**src/design/meb_pkg.sv**
```systemverilog
// meb_pkg: types, codes and byte constants shared by the midi event encoder
// no dependencies; meb_front, meb_queue, meb_back and the top refer to it by scoped names
`default_nettype none

package meb_pkg;

  // event kinds carried in the mode field
  typedef enum logic [3:0] {
    MODE_PROGRAM = 4'd0,
    MODE_NOTE_ON = 4'd1,
    MODE_NOTE_OFF = 4'd2,
    MODE_BEND = 4'd3,
    MODE_CONTROL = 4'd4,
    MODE_TEMPO = 4'd5,
    MODE_BEGIN = 4'd6,
    MODE_END = 4'd7,
    MODE_HEADER = 4'd8
  } meb_mode_t;

  // result status codes
  typedef enum logic [1:0] {
    STATUS_OK = 2'd0,
    STATUS_NO_TRACK = 2'd1,
    STATUS_BAD_PARAM = 2'd2
  } meb_status_t;

  // sizes
  localparam int unsigned MAX_BYTES = 14;
  localparam int unsigned VLQ_BYTES = 4;
  localparam int unsigned QUEUE_DEPTH = 2;
  localparam logic [14:0] TPQ_RESET = 15'd480;

  // status and meta bytes
  localparam logic [7:0] ST_NOTE_ON = 8'h90;
  localparam logic [7:0] ST_NOTE_OFF = 8'h80;
  localparam logic [7:0] ST_PROGRAM = 8'hC0;
  localparam logic [7:0] ST_CONTROL = 8'hB0;
  localparam logic [7:0] ST_BEND = 8'hE0;
  localparam logic [7:0] META = 8'hFF;
  localparam logic [7:0] META_TEMPO = 8'h51;
  localparam logic [7:0] META_END = 8'h2F;
  localparam logic [7:0] TEMPO_LEN = 8'h03;
  localparam logic [7:0] DATA_MAX = 8'h7F;
  localparam logic [7:0] CHAN_MAX = 8'h0F;
  localparam logic [17:0] BEND_CENTER = 18'd8192;
  localparam logic [13:0] BEND_MAX = 14'd16383;
  localparam logic [7:0] HDR_LEN = 8'h06;

  // one classified event waiting to be serialized
  typedef struct packed {
    logic [MAX_BYTES-1:0][7:0] bytes;  // element 0 goes out first
    logic [3:0] count;                 // results for this event, 1..14
    logic has_data;                    // 0 for a rejected event
    meb_status_t status;
    logic [31:0] tlen;                 // reported on the final result
  } meb_entry_t;

  // queue flags seen by front and back
  typedef struct packed {
    logic full;
    logic empty;
  } meb_qstat_t;

endpackage

`default_nettype wire

```
**src/design/meb_if.sv**
```systemverilog
// meb_in_if / meb_out_if: valid-ready channels of the midi event encoder
// no dependencies
`default_nettype none

interface meb_in_if;
  logic valid;
  logic ready;
  logic [3:0] mode;
  logic [27:0] delta_ticks;
  logic [7:0] channel;
  logic [7:0] first_data;
  logic [7:0] second_data;
  logic signed [15:0] bend_amount;
  logic [23:0] tempo_us;
  logic [15:0] track_total;

  modport source (
    output valid, mode, delta_ticks, channel, first_data, second_data,
           bend_amount, tempo_us, track_total,
    input ready
  );
  modport sink (
    input valid, mode, delta_ticks, channel, first_data, second_data,
          bend_amount, tempo_us, track_total,
    output ready
  );
endinterface

interface meb_out_if;
  logic valid;
  logic ready;
  logic [7:0] out_byte;
  logic byte_valid;
  logic [1:0] status;
  logic last;
  logic [31:0] track_length;

  modport source (
    output valid, out_byte, byte_valid, status, last, track_length,
    input ready
  );
  modport sink (
    input valid, out_byte, byte_valid, status, last, track_length,
    output ready
  );
endinterface

`default_nettype wire

```
**src/design/meb_front.sv**
```systemverilog
// meb_front: accepts event words, checks them, builds the byte list and
// keeps track state; depends on meb_pkg and meb_in_if
`default_nettype none

module meb_front (
  input  wire                  clk,
  input  wire                  rst_n,
  meb_in_if.sink               in_if,
  input  wire                  cfg_we,
  input  wire [14:0]           cfg_wdata,
  input  meb_pkg::meb_qstat_t  qstat,
  output logic                 push,
  output meb_pkg::meb_entry_t  entry
);

  logic [14:0] tpq_r, tpq_nxt;
  logic        open_r, open_nxt;
  logic [31:0] tbytes_r, tbytes_nxt;

  logic [meb_pkg::VLQ_BYTES-1:0][7:0] vlq;
  logic [2:0]  vlq_n;
  logic [meb_pkg::MAX_BYTES-1:0][7:0] body;
  logic [3:0]  body_n;
  logic [3:0]  total;
  logic        bad, no_track, counted, ending, opening;
  logic [17:0] bsum;
  logic [13:0] bend;
  logic [32:0] tsum;
  logic [31:0] tsat;
  logic [3:0]  sel;
  logic [3:0]  ch;
  logic        accept;

  assign in_if.ready = !qstat.full;
  assign accept = in_if.valid && in_if.ready;
  assign push = accept;
  assign ch = in_if.channel[3:0];

  // delta time as variable length quantity, high group first
  always_comb begin
    vlq = '0;
    if (in_if.delta_ticks[27:21] != 7'd0) begin
      vlq_n = 3'd4;
      vlq[0] = {1'b1, in_if.delta_ticks[27:21]};
      vlq[1] = {1'b1, in_if.delta_ticks[20:14]};
      vlq[2] = {1'b1, in_if.delta_ticks[13:7]};
      vlq[3] = {1'b0, in_if.delta_ticks[6:0]};
    end else if (in_if.delta_ticks[20:14] != 7'd0) begin
      vlq_n = 3'd3;
      vlq[0] = {1'b1, in_if.delta_ticks[20:14]};
      vlq[1] = {1'b1, in_if.delta_ticks[13:7]};
      vlq[2] = {1'b0, in_if.delta_ticks[6:0]};
    end else if (in_if.delta_ticks[13:7] != 7'd0) begin
      vlq_n = 3'd2;
      vlq[0] = {1'b1, in_if.delta_ticks[13:7]};
      vlq[1] = {1'b0, in_if.delta_ticks[6:0]};
    end else begin
      vlq_n = 3'd1;
      vlq[0] = {1'b0, in_if.delta_ticks[6:0]};
    end
  end

  // pitch bend offset and clamp to 14 bits
  always_comb begin
    bsum = {{2{in_if.bend_amount[15]}}, in_if.bend_amount} + meb_pkg::BEND_CENTER;
    if (bsum[17]) begin
      bend = '0;
    end else if (bsum[16:14] != 3'd0) begin
      bend = meb_pkg::BEND_MAX;
    end else begin
      bend = bsum[13:0];
    end
  end

  // event body and parameter checks
  always_comb begin
    body = '0;
    body_n = 4'd0;
    bad = 1'b0;
    no_track = 1'b0;
    counted = 1'b0;
    ending = 1'b0;
    opening = 1'b0;
    case (meb_pkg::meb_mode_t'(in_if.mode))
      meb_pkg::MODE_PROGRAM: begin
        body[0] = meb_pkg::ST_PROGRAM | {4'd0, ch};
        body[1] = in_if.first_data;
        body_n = 4'd2;
        bad = (in_if.channel > meb_pkg::CHAN_MAX) || (in_if.first_data > meb_pkg::DATA_MAX);
        no_track = !open_r;
        counted = 1'b1;
      end
      meb_pkg::MODE_NOTE_ON, meb_pkg::MODE_CONTROL: begin
        body[0] = ((in_if.mode == meb_pkg::MODE_NOTE_ON) ? meb_pkg::ST_NOTE_ON
                                                         : meb_pkg::ST_CONTROL) | {4'd0, ch};
        body[1] = in_if.first_data;
        body[2] = in_if.second_data;
        body_n = 4'd3;
        bad = (in_if.channel > meb_pkg::CHAN_MAX) || (in_if.first_data > meb_pkg::DATA_MAX)
              || (in_if.second_data > meb_pkg::DATA_MAX);
        no_track = !open_r;
        counted = 1'b1;
      end
      meb_pkg::MODE_NOTE_OFF: begin
        body[0] = meb_pkg::ST_NOTE_OFF | {4'd0, ch};
        body[1] = in_if.first_data;
        body_n = 4'd3;
        bad = (in_if.channel > meb_pkg::CHAN_MAX) || (in_if.first_data > meb_pkg::DATA_MAX);
        no_track = !open_r;
        counted = 1'b1;
      end
      meb_pkg::MODE_BEND: begin
        body[0] = meb_pkg::ST_BEND | {4'd0, ch};
        body[1] = {1'b0, bend[6:0]};
        body[2] = {1'b0, bend[13:7]};
        body_n = 4'd3;
        bad = in_if.channel > meb_pkg::CHAN_MAX;
        no_track = !open_r;
        counted = 1'b1;
      end
      meb_pkg::MODE_TEMPO: begin
        body[0] = meb_pkg::META;
        body[1] = meb_pkg::META_TEMPO;
        body[2] = meb_pkg::TEMPO_LEN;
        body[3] = in_if.tempo_us[23:16];
        body[4] = in_if.tempo_us[15:8];
        body[5] = in_if.tempo_us[7:0];
        body_n = 4'd6;
        no_track = !open_r;
        counted = 1'b1;
      end
      meb_pkg::MODE_BEGIN: begin
        body[0] = 8'h4D;  // M
        body[1] = 8'h54;  // T
        body[2] = 8'h72;  // r
        body[3] = 8'h6B;  // k
        body_n = 4'd8;
        opening = 1'b1;
      end
      meb_pkg::MODE_END: begin
        body[1] = meb_pkg::META;
        body[2] = meb_pkg::META_END;
        body_n = 4'd4;
        no_track = !open_r;
        counted = 1'b1;
        ending = 1'b1;
      end
      meb_pkg::MODE_HEADER: begin
        body[0] = 8'h4D;  // M
        body[1] = 8'h54;  // T
        body[2] = 8'h68;  // h
        body[3] = 8'h64;  // d
        body[7] = meb_pkg::HDR_LEN;
        body[9] = {7'd0, (in_if.track_total > 16'd1)};
        body[10] = in_if.track_total[15:8];
        body[11] = in_if.track_total[7:0];
        body[12] = {1'b0, tpq_r[14:8]};
        body[13] = tpq_r[7:0];
        body_n = 4'd14;
      end
      default: begin
        bad = 1'b1;
      end
    endcase
  end

  // saturating track byte count after this event
  always_comb begin
    tsum = {1'b0, tbytes_r} + {29'd0, total};
    tsat = tsum[32] ? 32'hFFFF_FFFF : tsum[31:0];
  end

  // splice delta bytes and body into one list
  always_comb begin
    total = (counted && !opening && (in_if.mode != meb_pkg::MODE_END))
            ? ({1'b0, vlq_n} + body_n) : body_n;
    entry = '0;
    if (no_track || bad) begin
      entry.count = 4'd1;
      entry.has_data = 1'b0;
      entry.status = no_track ? meb_pkg::STATUS_NO_TRACK : meb_pkg::STATUS_BAD_PARAM;
    end else begin
      entry.count = total;
      entry.has_data = 1'b1;
      entry.status = meb_pkg::STATUS_OK;
      entry.tlen = ending ? tsat : 32'd0;
    end
    for (int i = 0; i < meb_pkg::MAX_BYTES; i++) begin
      sel = 4'(i);
      if (total != body_n) begin
        if (sel < {1'b0, vlq_n}) begin
          entry.bytes[i] = vlq[sel[1:0]];
        end else begin
          entry.bytes[i] = body[sel - {1'b0, vlq_n}];
        end
      end else begin
        entry.bytes[i] = body[i];
      end
    end
  end

  // track state and division register
  always_comb begin
    tpq_nxt = cfg_we ? cfg_wdata : tpq_r;
    open_nxt = open_r;
    tbytes_nxt = tbytes_r;
    if (accept && !no_track && !bad) begin
      if (opening) begin
        open_nxt = 1'b1;
        tbytes_nxt = '0;
      end
      if (counted) begin
        tbytes_nxt = tsat;
      end
      if (ending) begin
        open_nxt = 1'b0;
      end
    end
  end

  always_ff @(posedge clk) begin
    if (!rst_n) begin
      tpq_r <= meb_pkg::TPQ_RESET;
      open_r <= 1'b0;
      tbytes_r <= '0;
    end else begin
      tpq_r <= tpq_nxt;
      open_r <= open_nxt;
      tbytes_r <= tbytes_nxt;
    end
  end

endmodule

`default_nettype wire

```
**src/design/meb_queue.sv**
```systemverilog
// meb_queue: short fifo of classified events between front and back
// depends on meb_pkg
`default_nettype none

module meb_queue #(
  parameter int unsigned DEPTH = meb_pkg::QUEUE_DEPTH
) (
  input  wire                  clk,
  input  wire                  rst_n,
  input  wire                  push,
  input  meb_pkg::meb_entry_t  wdata,
  input  wire                  pop,
  output meb_pkg::meb_entry_t  rdata,
  output meb_pkg::meb_qstat_t  qstat
);

  localparam int unsigned PW = (DEPTH > 1) ? $clog2(DEPTH) : 1;
  localparam int unsigned CW = $clog2(DEPTH + 1);

  meb_pkg::meb_entry_t slot_r [DEPTH];
  logic [PW-1:0] wp_r, wp_nxt, rp_r, rp_nxt;
  logic [CW-1:0] cnt_r, cnt_nxt;

  assign qstat.full = (cnt_r == CW'(DEPTH));
  assign qstat.empty = (cnt_r == '0);
  assign rdata = slot_r[rp_r];

  // pointer and fill updates
  always_comb begin
    wp_nxt = wp_r;
    rp_nxt = rp_r;
    cnt_nxt = cnt_r;
    if (push) begin
      wp_nxt = (wp_r == PW'(DEPTH - 1)) ? '0 : wp_r + 1'b1;
    end
    if (pop) begin
      rp_nxt = (rp_r == PW'(DEPTH - 1)) ? '0 : rp_r + 1'b1;
    end
    if (push && !pop) begin
      cnt_nxt = cnt_r + 1'b1;
    end else if (pop && !push) begin
      cnt_nxt = cnt_r - 1'b1;
    end
  end

  always_ff @(posedge clk) begin
    if (!rst_n) begin
      wp_r <= '0;
      rp_r <= '0;
      cnt_r <= '0;
    end else begin
      wp_r <= wp_nxt;
      rp_r <= rp_nxt;
      cnt_r <= cnt_nxt;
    end
  end

  // entry storage
  always_ff @(posedge clk) begin
    if (push) begin
      slot_r[wp_r] <= wdata;
    end
  end

endmodule

`default_nettype wire

```
**src/design/meb_back.sv**
```systemverilog
// meb_back: walks the queue head one byte per cycle into the output register while
// out_if.ready is high or no word is held; depends on meb_pkg and meb_out_if
`default_nettype none

module meb_back (
  input  wire                  clk,
  input  wire                  rst_n,
  input  meb_pkg::meb_entry_t  head,
  input  meb_pkg::meb_qstat_t  qstat,
  output logic                 pop,
  meb_out_if.source            out_if
);

  logic        valid_r, valid_nxt;
  logic [7:0]  byte_r, byte_nxt;
  logic        bvalid_r, bvalid_nxt;
  logic [1:0]  status_r, status_nxt;
  logic        last_r, last_nxt;
  logic [31:0] tlen_r, tlen_nxt;
  logic [3:0]  idx_r, idx_nxt;
  logic        load, fin;

  assign load = !valid_r || out_if.ready;
  assign fin = (idx_r == head.count - 4'd1);
  assign pop = load && !qstat.empty && fin;

  assign out_if.valid = valid_r;
  assign out_if.out_byte = byte_r;
  assign out_if.byte_valid = bvalid_r;
  assign out_if.status = status_r;
  assign out_if.last = last_r;
  assign out_if.track_length = tlen_r;

  // next output word and byte index
  always_comb begin
    valid_nxt = valid_r;
    byte_nxt = byte_r;
    bvalid_nxt = bvalid_r;
    status_nxt = status_r;
    last_nxt = last_r;
    tlen_nxt = tlen_r;
    idx_nxt = idx_r;
    if (load) begin
      valid_nxt = !qstat.empty;
      if (!qstat.empty) begin
        byte_nxt = head.has_data ? head.bytes[idx_r] : 8'd0;
        bvalid_nxt = head.has_data;
        status_nxt = head.status;
        last_nxt = fin;
        tlen_nxt = fin ? head.tlen : 32'd0;
        idx_nxt = fin ? 4'd0 : idx_r + 4'd1;
      end
    end
  end

  always_ff @(posedge clk) begin
    if (!rst_n) begin
      valid_r <= 1'b0;
      idx_r <= '0;
    end else begin
      valid_r <= valid_nxt;
      idx_r <= idx_nxt;
    end
  end

  always_ff @(posedge clk) begin
    byte_r <= byte_nxt;
    bvalid_r <= bvalid_nxt;
    status_r <= status_nxt;
    last_r <= last_nxt;
    tlen_r <= tlen_nxt;
  end

`ifndef NO_ASSERTIONS
  // a rejected event is always a single final word
  a_reject_last: assert property (@(posedge clk) disable iff (!rst_n)
    valid_r && !bvalid_r |-> last_r)
    else $error("rejected word not marked last");

  // byte index never runs past the head event
  a_idx_range: assert property (@(posedge clk) disable iff (!rst_n)
    !qstat.empty |-> idx_r < head.count)
    else $error("byte index beyond event length");

  // index returns to zero after an event is popped
  a_idx_wrap: assert property (@(posedge clk) disable iff (!rst_n)
    pop |=> idx_r == 4'd0)
    else $error("byte index not cleared after pop");

  // track length only appears on a final word
  a_tlen_last: assert property (@(posedge clk) disable iff (!rst_n)
    valid_r && (tlen_r != 32'd0) |-> last_r)
    else $error("track length on non-final word");
`endif

endmodule

`default_nettype wire

```
**src/design/midi_event_byte_encoder_top.sv**
```systemverilog
// midi_event_byte_encoder_top: standard midi file event encoder
// depends on meb_pkg, meb_if, meb_front, meb_queue, meb_back
//
// usage:
//   in_if carries one event request per word (valid/ready); out_if returns
//   the file bytes of that event one word per cycle while out_if.ready is high,
//   the final one flagged by last. a rejected event gives a single word with
//   byte_valid low and a status code. cfg_we/cfg_wdata write the ticks-per-quarter division.
// flow:
//   an accepted event is written into the queue, and from the queue head its
//   first byte is loaded into the output register. an event has 1 to 14
//   result words; this one byte per cycle output register sets the rate
//   while out_if.ready is high, and consecutive events stream with no gap.
//   the queue holds QUEUE_DEPTH classified events, so the next request is
//   taken while earlier bytes still drain.
// reset:
//   synchronous active low; no track open, byte count zero, division 480,
//   queue and output empty. no clearing pass.
// stall:
//   when out_if.ready is low the output word holds; the queue fills and
//   in_if.ready drops once it is full.
`default_nettype none

module midi_event_byte_encoder_top #(
  parameter int unsigned QUEUE_DEPTH = meb_pkg::QUEUE_DEPTH
) (
  input  wire          clk,
  input  wire          rst_n,
  meb_in_if.sink       in_if,
  meb_out_if.source    out_if,
  input  wire          cfg_we,
  input  wire [14:0]   cfg_wdata
);

  meb_pkg::meb_entry_t wentry, hentry;
  meb_pkg::meb_qstat_t qstat;
  logic push, pop;

  // classify and check requests
  meb_front u_front (
    .clk       (clk),
    .rst_n     (rst_n),
    .in_if     (in_if),
    .cfg_we    (cfg_we),
    .cfg_wdata (cfg_wdata),
    .qstat     (qstat),
    .push      (push),
    .entry     (wentry)
  );

  // decoupling queue
  meb_queue #(
    .DEPTH (QUEUE_DEPTH)
  ) u_queue (
    .clk   (clk),
    .rst_n (rst_n),
    .push  (push),
    .wdata (wentry),
    .pop   (pop),
    .rdata (hentry),
    .qstat (qstat)
  );

  // byte serializer
  meb_back u_back (
    .clk    (clk),
    .rst_n  (rst_n),
    .head   (hentry),
    .qstat  (qstat),
    .pop    (pop),
    .out_if (out_if)
  );

endmodule

`default_nettype wire
```
**src/flat_wrapper.sv**
```systemverilog
// flat-port wrapper written by rule: the top's interface ports become plain ports
module midi_event_byte_encoder_top_flat 
#(
  parameter int unsigned QUEUE_DEPTH = meb_pkg::QUEUE_DEPTH
)
  (clk, rst_n, cfg_we, cfg_wdata, in_if_valid, in_if_mode, in_if_delta_ticks, in_if_channel, in_if_first_data, in_if_second_data, in_if_bend_amount, in_if_tempo_us, in_if_track_total, in_if_ready, out_if_valid, out_if_out_byte, out_if_byte_valid, out_if_status, out_if_last, out_if_track_length, out_if_ready);
  meb_in_if in_if_i ();
  meb_out_if out_if_i ();
  input  wire clk;
  input  wire rst_n;
  input  wire cfg_we;
  input  wire [14:0] cfg_wdata;
  input wire logic [$bits(in_if_i.valid)-1:0] in_if_valid;
  input wire logic [$bits(in_if_i.mode)-1:0] in_if_mode;
  input wire logic [$bits(in_if_i.delta_ticks)-1:0] in_if_delta_ticks;
  input wire logic [$bits(in_if_i.channel)-1:0] in_if_channel;
  input wire logic [$bits(in_if_i.first_data)-1:0] in_if_first_data;
  input wire logic [$bits(in_if_i.second_data)-1:0] in_if_second_data;
  input wire logic [$bits(in_if_i.bend_amount)-1:0] in_if_bend_amount;
  input wire logic [$bits(in_if_i.tempo_us)-1:0] in_if_tempo_us;
  input wire logic [$bits(in_if_i.track_total)-1:0] in_if_track_total;
  output wire logic [$bits(in_if_i.ready)-1:0] in_if_ready;
  output wire logic [$bits(out_if_i.valid)-1:0] out_if_valid;
  output wire logic [$bits(out_if_i.out_byte)-1:0] out_if_out_byte;
  output wire logic [$bits(out_if_i.byte_valid)-1:0] out_if_byte_valid;
  output wire logic [$bits(out_if_i.status)-1:0] out_if_status;
  output wire logic [$bits(out_if_i.last)-1:0] out_if_last;
  output wire logic [$bits(out_if_i.track_length)-1:0] out_if_track_length;
  input wire logic [$bits(out_if_i.ready)-1:0] out_if_ready;
  assign in_if_i.valid = in_if_valid;
  assign in_if_i.mode = in_if_mode;
  assign in_if_i.delta_ticks = in_if_delta_ticks;
  assign in_if_i.channel = in_if_channel;
  assign in_if_i.first_data = in_if_first_data;
  assign in_if_i.second_data = in_if_second_data;
  assign in_if_i.bend_amount = in_if_bend_amount;
  assign in_if_i.tempo_us = in_if_tempo_us;
  assign in_if_i.track_total = in_if_track_total;
  assign in_if_ready = in_if_i.ready;
  assign out_if_valid = out_if_i.valid;
  assign out_if_out_byte = out_if_i.out_byte;
  assign out_if_byte_valid = out_if_i.byte_valid;
  assign out_if_status = out_if_i.status;
  assign out_if_last = out_if_i.last;
  assign out_if_track_length = out_if_i.track_length;
  assign out_if_i.ready = out_if_ready;
  midi_event_byte_encoder_top #(.QUEUE_DEPTH(QUEUE_DEPTH)) u_core (.clk(clk), .rst_n(rst_n), .in_if(in_if_i), .out_if(out_if_i), .cfg_we(cfg_we), .cfg_wdata(cfg_wdata));
endmodule
```
**config.mk**
```make
export PLATFORM = sky130hd
export DESIGN_NAME = midi_event_byte_encoder_top_flat
export DESIGN_NICKNAME = d
export VERILOG_FILES = /design/src/design/meb_pkg.sv /design/src/design/meb_if.sv /design/src/design/meb_front.sv /design/src/design/meb_queue.sv /design/src/design/meb_back.sv /design/src/design/midi_event_byte_encoder_top.sv /design/src/flat_wrapper.sv
export SDC_FILE = /design/constraint.sdc
export NUM_CORES = 1
export LEC_CHECK = 0
export BUFFER_PORTS_ARGS = -buffer_cell sky130_fd_sc_hd__buf_2
export CAP_MARGIN = 10
export CORE_MARGIN = 2
export CORE_UTILIZATION = 61
export CTS_BUF_LIST = sky130_fd_sc_hd__clkbuf_4 sky130_fd_sc_hd__clkbuf_8 sky130_fd_sc_hd__clkbuf_16
export CTS_CLUSTER_DIAMETER = 120
export DETAILED_ROUTE_END_ITERATION = 12
export PLACE_DENSITY_LB_ADDON = 0.2
export SLEW_MARGIN = 20
export SYNTH_ARGS = -nofsm -noshare
export SYNTH_HDL_FRONTEND = slang
export SYNTH_HIERARCHICAL = 1
export SYNTH_SLANG_ARGS = --single-unit
```
**constraint.sdc**
```tcl
create_clock -name clk -period 10.22 [get_ports clk]
set_input_delay 1.022 -clock clk [delete_from_list [all_inputs] [get_ports clk]]
set_output_delay 1.022 -clock clk [all_outputs]
set_load 0.01 [all_outputs]
```
==> impl_results.md, run 1 <==
* Status: finished, final reports clean
* Num ports at 178
* Fin. max-slew vios at 0
* Initial antenna violation count at 0
* Power Dens Cells at 216 mW/mm^2
* Die W at 192 um
* Layout cells sized above 1 at 26.1%
* Share of flip-flops with an asynchronous set or reset at 0%
* Number of CTS-inserted buffers at 41
* Endpoints failing hold at 0
* CP startpoint kind: input pin
* Clk slew on worst S/H paths at 60 ps
* Setup TNS Final at 0 ps
* Critical path, cell by cell: buf_2 > or4_4 > o211ai_4 > nand2_4 > clkinv_2 > ha_1 > inv_1 > fa_1 > xor2_1 > or2_2 > a21boi_0 > o22ai_1 > ha_1 > nand3_1 > o22ai_1 > nand3_1 > nor4_1 > and3_1 > nor3_1
* Slowest CP cell: o22ai_1
* Layout fillers at 2,491
* HP Class: flip-flop to flip-flop
* Lkg Pwr at 0.00859 uW
* Post CTS Setup Buffer Count at 0
* Worst setup path class: input pin to flip-flop
* Antenna viol nets, final at 0
* Unique masters post-synth at 113
* RSZ-0062 raised after global routing: false
* Endpoints failing setup at 0
* Clock Latency Late Sink at 560 ps
* Nets@finish at 2,016
* Clock sinks at 404
* Minimum clock period at 6640 ps
* Sequential-to-total area share from yosys stat at 53.7%
* Arrival @ worst endpoint at 6920 ps
* Total GRT Usage at 30.8%
* DRT iter0 DRCs at 1,470
* CP Buf/Inv Count at 3
* Syn Area/Cell at 12.3 sq um
* Die Y at 192 um
* Grt ovf at 0
* Share of the synthesized area in the top cell type at 48.3%
* Cells after synthesis at 1,751
* Req. time, crit path at 10,500 ps
* WHS at 462 ps
* Root Buffer: clkbuf_16
* CP delay by family, top: simple AND/OR/NAND/NOR gates
* Pre-CTS setup slack at 3210 ps
* Period utilisation layout at 64.9%
* Worst setup EP type: flip-flop
* Die footprint at 0.0368 sq mm
* Synth Flop Type: edfxtp_1
* Synth Net Count at 1,897
* H-tree depth at 2
* Detailed placement HPWL at 38.2 mm
* Fmax at 0.151 GHz
* PostCTS Resize Cnt at 0
* Vias in the first global route at 14,700
* Critical Path Max Stage Delay at 620 ps
* Leading area contributor after synthesis: edfxtp_1
* CTS hold repair buffers at 0
* Worst Clk Skew at 10.2 ps
* Mapped Area at 0.0215 sq mm
* Syn. warnings at 6
* VDD IR max at 374 uV
* Vias post-DR at 15,500
* Routed length per placed instance at 23.9 um
* GP Congestion at 0.948
* DR pass1 iterations at 9
* Max-Cap Viols at 0
* First-pass GRT wire length at 86.3 mm
* Maximum clock path buffer count at 3
* Fin worst setup slack at 3580 ps
* Final std cells w/o fill at 2,358
* Slew headroom at 21.7%
* Yosys reg bits at 404
* Drt total wl at 56.4 mm
* Overall power of the completed layout at 5170 uW
* Synth area leaders: edfxtp_1, mux2_4, dfxtp_1
* Post-synth EDFFs at 346
* Site row count at 68
* Area of the core at 0.0346 sq mm
* CP max FO at 31
* Slew @ Worst Pin at 1170 ps
* Routed vias/inst at 6.57
* Antenna fix cells at 0
* CTS tree: done
* Post-Place Cells at 2,281
* DRC at 0
* Pin count of the biggest net entering global routing at 69
* Initial cell density of the core at 62.1%
* Synthesis-to-layout area growth at 11.1%
* PortBufs at 177
[power breakdown]
part | internal [uW] | switching, uW
Clock | 947 | 620
Sequential | 2190 | 99.0
Combinational | 573 | 738
Total | 3710 | 1460
[state kept, by name (all words and copies together), names as in the netlist, named ones only]
name / cells
u_core/u_back/out_if.byte_valid: 1
u_core/u_back/out_if.out_byte: 8
u_core/u_front/open_r: 1
u_core/u_queue/slot_r: 302
u_core/u_front/tpq_r: 15
u_core/u_queue/cnt_r: 2
u_core/u_queue/wp_r: 1
u_core/u_back/idx_r: 4
u_core/u_queue/rp_r: 1
u_core/u_back/out_if.valid: 1
u_core/u_back/out_if.status: 2
u_core/u_back/out_if.track_length: 32
u_core/u_front/tbytes_r: 32
u_core/u_back/out_if.last: 1
[area by class of cell]
class / count / area [sq um] / share of cell area (%)
clock buffers: 54 / 1180 / 4.96
clock inverters: 22 / 249 / 1.04
inverters: 36 / 139 / 0.582
multi-input cells: 1184 / 9110 / 38.1
flip-flops and latches: 404 / 11600 / 48.4
well taps: 455 / 569 / 2.38
repair buffers: 203 / 1080 / 4.52
[synthesized netlist by cell type (10+ instances only)]
cell	number
nor3_1	32
nor2_1	129
nand2_1	87
nand3_1	30
and2_1	82
a311oi_1	15
a221oi_1	11
nor4_1	10
a31oi_1	16
nor2b_1	13
a22oi_1	11
clkbuf_1	40
mux2_4	90
dfxtp_1	58
or3_1	12
buf_4	13
o22ai_1	31
mux2i_1	59
mux2_2	67
mux4_2	16
inv_1	30
buf_6	20
edfxtp_1	346
ha_1	12
o21a_1	13
o221ai_1	10
a21oi_1	107
o21ai_0	61
xor2_1	13
a211oi_1	20
and3_1	16
buf_2	49
xnor2_1	17
[stage by stage]
step	util, %	area (sq um)
3_3_place_gp	64.8	22400
4_1_cts	68.9	23900
3_5_place_dp	64.8	22400
2_1_floorplan	-	21500
6_report	69.0	23900
5_1_grt	69.0	23900
[cells in the final DEF, fill, tap and decap left out, drive strengths merged, types with 36 or more instances in the layout]
| master | Yosys | routed |
|---|---|---|
| nand2 | 88 | 88 |
| and2 | 84 | 84 |
| mux2i | 59 | 59 |
| dfxtp | 58 | 58 |
| mux2 | 157 | 157 |
| a21oi | 108 | 108 |
| inv | 34 | 36 |
| o21ai | 70 | 70 |
| edfxtp | 346 | 346 |
| buf | 87 | 202 |
| clkbuf | 40 | 55 |
| nor3 | 36 | 36 |
| nor2 | 131 | 131 |
[cells by family after synthesis]
family,synth area share [%]
simple gates,12.0
compound gates,13.7
flops,53.7
other cells,0.0174
xor+xnor,1.33
buf+inv,4.07
fa+ha+maj,0.931
mux,14.2
[final timing paths]
kind                                    from                           end  slack (ps)  depth (start not counted)
hold reg to reg   u_core/u_front/tbytes_r[3]    u_core/u_front/tbytes_r[3]         460                          2
hold / removal    u_core/u_front/tbytes_r[3]    u_core/u_front/tbytes_r[3]         460                          2
setup reg to reg                   flip-flop       u_core/u_queue/cnt_r[1]        6500                         11
setup / recovery       in_if_delta_ticks[12]  u_core/u_queue/slot_r[1][31]        3580                         19
[per-layer routing]
layer	routed length (um)	vias up	part of all wire (%)	global-route usage (%)
met1	24400	7667	43	44.5
met5	0	-	0	0
met3	4440	91	7.9	5.04
met4	1200	0	2.1	7.84
met2	26400	773	47	48.8
li1	-	6953	-	-
[tightest hold or removal path, stage by stage, from the launching register on]
cell     delay (ps)
dfxtp_1         310
nand2_1          50
a21oi_1          50
No activity file was read; power rests on OpenSTA's default activity.
==> run 2: changes to the inputs <==
- clock period: 10.22 -> 6.7 ns (I/O delays scaled with it)
==> run 2 against run 1 <==
Combinational power up 55%. Sequential share of layout area down 0.17 points. First-iteration DRC count up 7.8%. Clock skew up 16 ps. Utilization up 0.25 points. Hold slack worse by 130 ps. Highest routed layer unchanged. Largest cell class unchanged. Register-to-register slack worse by 3500 ps. Via count down 0.46%. Total power up 53%. Worst setup slack worse by 2100 ps. Sequential cell count unchanged. Wire length up 2.4%. Critical path type unchanged.
==> impl_results.md, run 2 (synthesis results as in run 1) <==
* Area after DPL at 0.0225 sq mm
* Num ports at 178
* Slowest CP cell: or4b_1
* Layout cells sized above 1 at 26.6%
* Lkg Pwr at 0.00864 uW
* H-tree depth at 2
* Clock Latency Late Sink at 570 ps
* HP Class: input pin to flip-flop
* Nets@finish at 2,027
* Clock sinks at 404
* Slew headroom at 20.5%
* Vias in the first global route at 14,900
* Layout fillers at 2,477
* Final instance area at 0.0240 sq mm
* Die W at 192 um
* Maximum clock path buffer count at 3
* Detailed placement HPWL at 39.5 mm
* Total GRT Usage at 31.7%
* Die footprint at 0.0368 sq mm
* R2R depth at 11
* Fmax at 0.192 GHz
* Vias post-DR at 15,400
* CTS hold repair buffers at 0
* Critical path, cell by cell: buf_2 > or4b_1 > nand2_1 > inv_1 > fa_1 > xor2_1 > or2_2 > a21boi_0 > o22ai_1 > ha_1 > nor2b_1 > o31a_1 > buf_4 > nand4_1 > buf_4 > buf_4 > o21ai_0 > a22o_1
* Worst setup EP type: flip-flop
* Initial antenna violation count at 0
* Largest register FFs at 302
* Arrival @ worst endpoint at 5650 ps
* Antenna fix cells at 0
* Endpoints failing hold at 0
* Routed vias/inst at 6.50
* RSZ-0062 raised after global routing: false
* Routed length per placed instance at 24.4 um
* PostCTS Resize Cnt at 0
* CP max FO at 41
* Synthesis-to-layout area growth at 11.5%
* Minimum clock period at 5200 ps
* Max-Cap Viols at 0
* Worst Clk Skew at 26.5 ps
* Drt total wl at 57.8 mm
* Die Y at 192 um
* Setup TNS Final at 0 ps
* CTS tree: done
* Largest Register: u_core/u_queue/slot_r
* Power Dens Cells at 329 mW/mm^2
* PortBufs at 177
* Grt ovf at 0
* GP Congestion at 0.962
* Status: finished, final reports clean
* Initial cell density of the core at 62.1%
* Area of the core at 0.0346 sq mm
* Number of CTS-inserted buffers at 42
* VDD IR max at 786 uV
* DRT iter0 DRCs at 1,584
* CP startpoint kind: input pin
* Hold Crit Depth at 3
* Pin count of the biggest net entering global routing at 153
* Clk slew on worst S/H paths at 70 ps
* Most common library cell in the layout ignoring fill and taps: edfxtp_1
* Req. time, crit path at 7150 ps
* First-pass GRT wire length at 88.3 mm
* DR pass1 iterations at 6
* Worst path most repeated cell: buf_4
* Slew @ Worst Pin at 1190 ps
* WHS at 329 ps
* CP delay by family, top: simple AND/OR/NAND/NOR gates
* CP Buf/Inv Count at 5
* Fin. max-slew vios at 0
* DRC at 0
* Most frequent cells in the layout: edfxtp_1, buf_2, nor2_1
* Period utilisation layout at 77.6%
* Endpoints failing setup at 0
* Root Buffer: clkbuf_16
* Antenna viol nets, final at 0
* Final core occ at 69.2%
* Critical Path Max Stage Delay at 710 ps
* Critical Path Stages at 18
* Post CTS Setup Buffer Count at 0
* Worst setup path class: input pin to flip-flop
* Site row count at 68
* Overall power of the completed layout at 7890 uW
[run 2: per-stage QoR]
stage               cells  setup slack (ps)
floorplan            1751              1300
global placement     2292              1200
detailed placement   2292               992
CTS                  2370              1590
global route         2370              1120
finish               2370              1500
[run 2: final timing paths]
check | slack [ps] | to | from
max | 1500 | u_core/u_front/tbytes_r[17] | in_if_mode[3]
min | 330 | u_core/u_front/tpq_r[7] | cfg_wdata[7]
max reg2reg | 3000 | u_core/u_queue/cnt_r[1] | flip-flop
min reg2reg | 480 | u_core/u_front/tpq_r[5] | u_core/u_front/tpq_r[5]
[run 2: cell type report]
class | count | area (sq um) | area share (%)
flip-flops and latches | 404 | 11600 | 48.2
clock inverters | 26 | 260 | 1.09
inverters | 36 | 139 | 0.579
clock buffers | 52 | 1160 | 4.85
repair buffers | 213 | 1180 | 4.93
well taps | 455 | 569 | 2.38
multi-input cells | 1184 | 9100 | 38.0
[run 2: tightest hold or removal path, delay by kind of cell]
family	cells	cell delay (ps)
buf+inv	1	80
mux	1	60
simple gates	1	60
[run 2: metal layers]
metal / vias to the layer above / share of wire, % / global-route usage (%)
met1: 7610 / 43 / 45.6
met5: - / 0 / 0
met4: 0 / 3.0 / 10.9
li1: 6974 / - / -
met2: 743 / 46 / 49.4
met3: 85 / 7.8 / 4.53
[run 2: power by group]
part / leakage (uW) / switching (uW) / internal [uW]
Clock: 0.000702 / 972 / 1400
Sequential: 0.00377 / 146 / 3340
Combinational: 0.00416 / 1140 / 883
